===== config.mk =====
export PLATFORM = sky130hd
export DESIGN_NAME = rom_overlay_automap_mapper
export DESIGN_NICKNAME = d
export VERILOG_FILES = /design/src/hw/rtl/romap_pkg.sv /design/src/hw/rtl/romap_step.sv /design/src/hw/rtl/rom_overlay_automap_mapper.sv
export SDC_FILE = /design/constraint.sdc
export NUM_CORES = 1
export LEC_CHECK = 0
export ABC_AREA = 1
export BUFFER_PORTS_ARGS = -buffer_cell sky130_fd_sc_hd__buf_2
export CAP_MARGIN = 25
export CORE_MARGIN = 10
export CORE_UTILIZATION = 55
export CTS_CLUSTER_SIZE = 20
export DETAILED_ROUTE_END_ITERATION = 6
export PLACE_DENSITY = 0.8
export SETUP_SLACK_MARGIN = 0.02
export SLEW_MARGIN = 20
export SYNTH_ARGS = -nofsm -noshare
export SYNTH_HDL_FRONTEND = slang
export SYNTH_HIERARCHICAL = 1
export SYNTH_SLANG_ARGS = --single-unit

===== constraint.sdc =====
create_clock -name clk -period 2.44 [get_ports clk]
set_clock_uncertainty 0.15 [all_clocks]
set_input_delay 0.488 -clock clk [delete_from_list [all_inputs] [get_ports clk]]
set_output_delay 0.488 -clock clk [all_outputs]
set_load 0.01 [all_outputs]

===== src/hw/rtl/romap_pkg.sv =====
// Shared types and constants for the ROM overlay automap mapper.
`default_nettype none
package romap_pkg;

	typedef enum logic [1:0] {
		CMD_CTRL_WR = 2'd0,
		CMD_OP_FETCH = 2'd1,
		CMD_M1_FETCH = 2'd2,
		CMD_MEM_WR = 2'd3
	} cmd_t;

	typedef enum logic [1:0] {
		MAP_ROM = 2'd0,
		MAP_EEPROM_RAM = 2'd1,
		MAP_RAM3_RAM = 2'd2,
		MAP_TWOBANK = 2'd3
	} map_t;

	localparam int unsigned CTL_CONMEM_BIT = 7;
	localparam int unsigned CTL_MAPRAM_BIT = 6;
	localparam logic [7:0] CTL_MAPRAM_MASK = 8'h40;
	localparam logic [1:0] BANK_RAM3 = 2'd3;
	localparam logic [7:0] AUTOMAP_PAGE = 8'h3D;
	localparam logic [12:0] EXIT_WINDOW = 13'h03FF; // 0x1FF8..0x1FFF, address bits 15..3

	typedef struct packed {
		logic [7:0] control_value;
		map_t current_map;
		logic automap;
		logic twobank_we;
		logic eeprom_dirty;
	} map_state_t;

	typedef struct packed {
		map_t map_state;
		logic [1:0] low_ram_bank;
		logic [1:0] high_ram_bank;
		logic write_hit;
		logic write_to_eeprom;
		logic [1:0] write_bank;
		logic [12:0] write_offset;
		logic eeprom_modified;
	} map_result_t;

endpackage
`default_nettype wire


===== src/hw/rtl/romap_step.sv =====
// Next-state and result logic for one bus event.
`default_nettype none
module romap_step (
	input  wire romap_pkg::map_state_t  cur,
	input  wire                         jumper,
	input  wire romap_pkg::cmd_t        command,
	input  wire [15:0]                  address,
	input  wire [7:0]                   data_byte,
	output romap_pkg::map_state_t       nxt,
	output romap_pkg::map_result_t      res
);

	logic            automap_nxt;
	logic            entry_hit;
	romap_pkg::map_t remapped;
	logic [1:0]      bank;
	logic            bbit;
	logic            low_half;
	logic            in_window;

	assign entry_hit = (address == 16'h0000) || (address == 16'h0008) ||
		(address == 16'h0038) || (address == 16'h0066) ||
		(address == 16'h04C6) || (address == 16'h0562);
	assign bank = cur.control_value[1:0];
	assign low_half = !address[13];
	assign in_window = (address[15:14] == 2'b00);

	always_comb begin
		automap_nxt = cur.automap;
		unique case (command)
			romap_pkg::CMD_OP_FETCH: begin
				if (address[15:8] == romap_pkg::AUTOMAP_PAGE) automap_nxt = 1'b1;
			end
			romap_pkg::CMD_M1_FETCH: begin
				if (entry_hit) automap_nxt = 1'b1;
				if (address[15:3] == romap_pkg::EXIT_WINDOW) automap_nxt = 1'b0;
			end
			default: automap_nxt = cur.automap;
		endcase
	end

	always_comb begin
		priority if (cur.control_value[romap_pkg::CTL_CONMEM_BIT]) begin
			remapped = romap_pkg::MAP_EEPROM_RAM;
		end else if (cur.control_value[romap_pkg::CTL_MAPRAM_BIT]) begin
			if (!jumper && (bank > 2'd1 || cur.current_map == romap_pkg::MAP_TWOBANK))
				remapped = romap_pkg::MAP_TWOBANK;
			else
				remapped = automap_nxt ? romap_pkg::MAP_RAM3_RAM : romap_pkg::MAP_ROM;
		end else if (jumper) begin
			remapped = automap_nxt ? romap_pkg::MAP_EEPROM_RAM : romap_pkg::MAP_ROM;
		end else begin
			remapped = romap_pkg::MAP_ROM;
		end
	end

	always_comb begin
		nxt = cur;
		res = '0;
		unique case (command)
			romap_pkg::CMD_CTRL_WR: begin
				nxt.control_value = data_byte | (cur.control_value & romap_pkg::CTL_MAPRAM_MASK);
				nxt.twobank_we = data_byte[romap_pkg::CTL_MAPRAM_BIT];
			end
			romap_pkg::CMD_OP_FETCH, romap_pkg::CMD_M1_FETCH: begin
				nxt.automap = automap_nxt;
				nxt.current_map = remapped;
			end
			romap_pkg::CMD_MEM_WR: begin
				if (in_window) begin
					unique case (cur.current_map)
						romap_pkg::MAP_EEPROM_RAM: begin
							if (low_half) begin
								if (!jumper) begin
									res.write_hit = 1'b1;
									res.write_to_eeprom = 1'b1;
									nxt.eeprom_dirty = 1'b1;
								end
							end else begin
								res.write_hit = 1'b1;
								res.write_bank = bank;
							end
						end
						romap_pkg::MAP_RAM3_RAM: begin
							if (!low_half && bank != romap_pkg::BANK_RAM3) begin
								res.write_hit = 1'b1;
								res.write_bank = bank;
							end
						end
						romap_pkg::MAP_TWOBANK: begin
							if (cur.twobank_we) begin
								res.write_hit = 1'b1;
								res.write_bank = {cur.control_value[0], !low_half};
							end
						end
						default: res.write_hit = 1'b0;
					endcase
				end
			end
			default: nxt = cur;
		endcase
		if (res.write_hit) res.write_offset = address[12:0];

		// bank selects follow the state after this event
		bbit = nxt.control_value[0];
		res.map_state = nxt.current_map;
		unique case (nxt.current_map)
			romap_pkg::MAP_EEPROM_RAM: res.high_ram_bank = nxt.control_value[1:0];
			romap_pkg::MAP_RAM3_RAM: begin
				res.low_ram_bank = romap_pkg::BANK_RAM3;
				res.high_ram_bank = nxt.control_value[1:0];
			end
			romap_pkg::MAP_TWOBANK: begin
				res.low_ram_bank = {bbit, 1'b0};
				res.high_ram_bank = {bbit, 1'b1};
			end
			default: res.low_ram_bank = 2'd0;
		endcase
		res.eeprom_modified = nxt.eeprom_dirty;
	end

endmodule
`default_nettype wire


===== src/hw/rtl/rom_overlay_automap_mapper.sv =====
// Top level of the ROM overlay automap mapper: input stage, mapper state, result register.
//  channel | dir | signals                                | use
//  s_*     | in  | s_tvalid s_tready s_tdata s_tuser      | bus events
//  m_*     | out | m_tvalid m_tready m_tdata              | map state and write target
//  cfg_*   | in  | cfg_we cfg_wdata                       | protect jumper register
// One event per cycle sustained while m_tready stays high.
// The path is the input register, the step logic and the state/result registers.
// The result register frees the input stage as soon as the downstream side takes a transfer.
// arst_n clears the state to original ROM and sets the jumper (closed).
`default_nettype none
module rom_overlay_automap_mapper (
	input  wire        clk,
	input  wire        arst_n,
	input  wire        s_tvalid,
	output logic       s_tready,
	input  wire [23:0] s_tdata,   // address[15:0], data_byte[23:16]
	input  wire [1:0]  s_tuser,   // command[1:0]
	output logic       m_tvalid,
	input  wire        m_tready,
	output logic [23:0] m_tdata,  // map_state[1:0], low_ram_bank[3:2], high_ram_bank[5:4],
	                              // write_hit[6], write_to_eeprom[7], write_bank[9:8],
	                              // write_offset[22:10], eeprom_modified[23]
	input  wire        cfg_we,
	input  wire        cfg_wdata
);

	logic                    valid_s1;
	romap_pkg::cmd_t         cmd_s1;
	logic [15:0]             addr_s1;
	logic [7:0]              data_s1;
	logic                    jumper_q;
	romap_pkg::map_state_t   state_q;
	romap_pkg::map_state_t   state_nxt;
	romap_pkg::map_result_t  res_nxt;
	romap_pkg::map_result_t  res_q;
	logic                    out_valid_q;
	logic                    adv;

	assign adv = valid_s1 && (!out_valid_q || m_tready);
	assign s_tready = !valid_s1 || adv;

	always_ff @(posedge clk or negedge arst_n) begin
		if (!arst_n) begin
			valid_s1 <= 1'b0;
		end else if (s_tready) begin
			valid_s1 <= s_tvalid;
		end
	end

	always_ff @(posedge clk) begin
		if (s_tvalid && s_tready) begin
			cmd_s1 <= romap_pkg::cmd_t'(s_tuser);
			addr_s1 <= s_tdata[15:0];
			data_s1 <= s_tdata[23:16];
		end
	end

	always_ff @(posedge clk or negedge arst_n) begin
		if (!arst_n) begin
			jumper_q <= 1'b1;
		end else if (cfg_we) begin
			jumper_q <= cfg_wdata;
		end
	end

	romap_step u_step (
		.cur       (state_q),
		.jumper    (jumper_q),
		.command   (cmd_s1),
		.address   (addr_s1),
		.data_byte (data_s1),
		.nxt       (state_nxt),
		.res       (res_nxt)
	);

	always_ff @(posedge clk or negedge arst_n) begin
		if (!arst_n) begin
			state_q <= '0;
			out_valid_q <= 1'b0;
		end else begin
			if (adv) begin
				state_q <= state_nxt;
				out_valid_q <= 1'b1;
			end else if (m_tready) begin
				out_valid_q <= 1'b0;
			end
		end
	end

	always_ff @(posedge clk) begin
		if (adv) res_q <= res_nxt;
	end

	assign m_tvalid = out_valid_q;
	assign m_tdata = {res_q.eeprom_modified, res_q.write_offset, res_q.write_bank,
		res_q.write_to_eeprom, res_q.write_hit, res_q.high_ram_bank, res_q.low_ram_bank,
		res_q.map_state};

`ifndef NO_ASSERTIONS
	a_dirty_sticky: assert property (@(posedge clk) disable iff (!arst_n)
		!$fell(state_q.eeprom_dirty))
		else $error("eeprom dirty flag cleared");

	a_state_hold: assert property (@(posedge clk) disable iff (!arst_n)
		out_valid_q && !m_tready |=> $stable(state_q))
		else $error("mapper state moved while result stalled");

	a_twobank_banks: assert property (@(posedge clk) disable iff (!arst_n)
		out_valid_q && res_q.map_state == romap_pkg::MAP_TWOBANK |->
		!res_q.low_ram_bank[0] && res_q.high_ram_bank[0])
		else $error("two-bank layout with wrong bank pairing");

	a_eeprom_write: assert property (@(posedge clk) disable iff (!arst_n)
		out_valid_q && res_q.write_to_eeprom |->
		res_q.write_hit && res_q.eeprom_modified &&
		res_q.map_state == romap_pkg::MAP_EEPROM_RAM)
		else $error("eeprom write outside eeprom layout");

	a_miss_offset: assert property (@(posedge clk) disable iff (!arst_n)
		out_valid_q && !res_q.write_hit |-> res_q.write_offset == 13'd0 &&
		res_q.write_bank == 2'd0)
		else $error("refused write carries a target");
`endif

endmodule
`default_nettype wire

==> results.cfg <==
[worst_setup_path]
worst-endpoint-required_ps = 2370
reg2reg_slack_ps = 100
critical_path.max_stage_delay_ps = 390
worstSetupPathType = flip-flop to flip-flop
worst_setup_path_start_kind = flip-flop
timing.critical_path.cells = inv_1, ha_2, inv_1, a21oi_1, nand2_2, nand2_2, nand2_2, nand2_2, nand2_4, ha_4, inv_2, a21oi_2, nor2_1
timing.critical_path.slowest_stage_cell = ha_2
worstSetupEndpointType = flip-flop
cp_max_fo = 5
crit_path_frequent_cell = nand2_2
worstPathArrival_ps = 2280

[sta]
timing.final.max_slew_violations = 0
fmaxAchievable_mhz = 427
timing.hold.ws_ps = 175
worst-slew-pin-transition_ps = 569
finalHoldViolCount = 0
rsz0062_at_grt = yes
final_min_period_over_clock_period_pct = 96.0
setup_viol_count_final = 0
slew_headroom_pct = 61.7
final.min_clock_period_ps = 2340
setup_total_negative_slack_ps = 0
timing.final.ws_setup_ps = 97.0

[grt]
grt_first_pass_wirelength_um = 7950
met3_usage_pct = 4.92
globalRouteMet1Util_pct = 15.7
grt_overflow = 0
global_route.usage.met2_pct = 19.4
grt_max_degree = 25
first_global_vias = 1831
grt-busiest-layer = met2
antenna_found_initial = 0
globalRouteTotalUtil_pct = 13.1

[place]
placed_area_um2 = 2970
gp_congestion = 0.861
dp_hpwl_um = 3710
numPortBuffers = 53
pre_cts_ws_ps = 2.46

[cts]
ctsRootBufferMaster = clkbuf_8
clkSinkCount = 58
cts_inserted_buffers = 9
cts.reportedPaths.clkPinSlew_ps = 60
htree_num_levels = 3
clock_tree.buffer_depth = 2
worstSkewPairLatency_ps = 330
cts_tree = done

[cells_and_area]
area_growth_synth_to_finish_pct = 22.5
drive_gt1_share_pct = 35.5
final_design_area_no_fill_um2 = 3240
finish.net_count = 365
insertedDiodeCount = 0

[drt]
finalWirelength_um = 5020
routed_wire_length_per_instance_um = 13.1
drt-vias-per-instance = 4.90
drt_first_iter_violations = 123
dr_total_vias = 1881
detail_route.first_pass.iterations = 4
antenna_left = 0
drcViolationCount = 0

[power]
p_leak_nw = 1.54
power.ir.vdd_worst_v = 0.000444
powerDensity_nw_per_um2 = 844
total_power_w = 0.00273

[floorplanning]
fp.dieH_um = 89.4
io-pin-count = 58
start_util_pct = 56.4
die_w_um = 89.4
dieArea_um2 = 7980
rows = 25
core_region_area_um2 = 4690

[synthesis]
synth_area_per_cell_um2 = 10.4
synth.cell_area_um2 = 2650
yosys_warnings = 6
synth_fp_nets = 295
count_of_mapped_cells_out_of_synthesis = 255

[run]
drv_cap = 0

[run_status]
run_status = finished clean

[min_path]
holdCritPathClass = input port to flip-flop
[per-layer routing]
| layer | wire length, µm | up-vias |
|---|---|---|
| met1 | 2270 | 840 |
| li1 | - | 964 |
| met2 | 2240 | 65 |
| met4 | 136 | 0 |
| met5 | 0 | - |
| met3 | 378 | 12 |
[power breakdown]
part	internal [W]	switching (W)	total, W
Combinational	0.000280	0.000425	0.000704
Clock	0.000354	0.000326	0.000679
Sequential	0.00125	0.0000960	0.00135
[through the flow]
step                      std cells  util (%)
after detailed placement        361      63.3
final                           384      69.0
after global placement          361      63.3
after global routing            384      69.0
after floorplan                 255         -
after CTS                       378      66.7
[cell type report]
type	instances	area (µm²)
inverter	47	176
timing repair buffer	67	373
clock inverter	5	21.3
clock buffer	11	131
fill	362	1450
tap	54	67.6
sequential	58	1680
multi-input combinational	142	787
[state kept, by name, summed over array words and instances (netlist names)]
| name | count |
|---|---|
| addr_s1 | 16 |
| valid_s1 | 1 |
| state_q | 9 |
| m_tvalid | 1 |
| data_s1 | 4 |
| cmd_s1 | 2 |
| m_tdata | 24 |
| jumper_q | 1 |
[worst max-delay path: cells and delay by family, from the launching register on]
kind                       cells  cell delay, ps
and+or+nand+nor                6             460
DFF                            1             380
adders and majority gates      2             650
buffers and inverters          3             200
AOI/OAI and AO/OA              2             260
[cells in the final DEF, fill, tap and decap left out, drive strengths merged]
cell	count
or2	1
o22ai	2
nand2	60
edfxtp	46
nand3	15
nor3	7
o2111ai	1
clkinv	5
clkbuf	11
dfstp	1
inv	47
a21oi	8
ha	8
nor2	27
o211ai	1
nand4	4
nor4	1
buf	66
dfrtp	11
a21boi	1
o21ai	6
dlygate4sd3	1
[worst paths after layout]
path                       depth (start not counted)       start    endpoint
min in group asynchronous                          2      arst_n  state_q[5]
setup reg to reg                                  13   cmd_s1[0]  m_tdata[4]
hold / removal                                     2      cfg_we    jumper_q
hold reg to reg                                    2  state_q[0]  state_q[0]
setup / recovery                                  13   cmd_s1[0]  m_tdata[4]
max in group asynchronous                          2      arst_n    jumper_q
[timing repair]
item,in CTS,in global routing
endpoints found under the hold margin,11,0
cloned,0,0
hold buffers,1,0
pin swaps,0,9
setup buffers,0,6
gates resized for setup,1,20
setup endpoints to repair,1,3
Note: power is estimated with default switching activity, not from simulation.
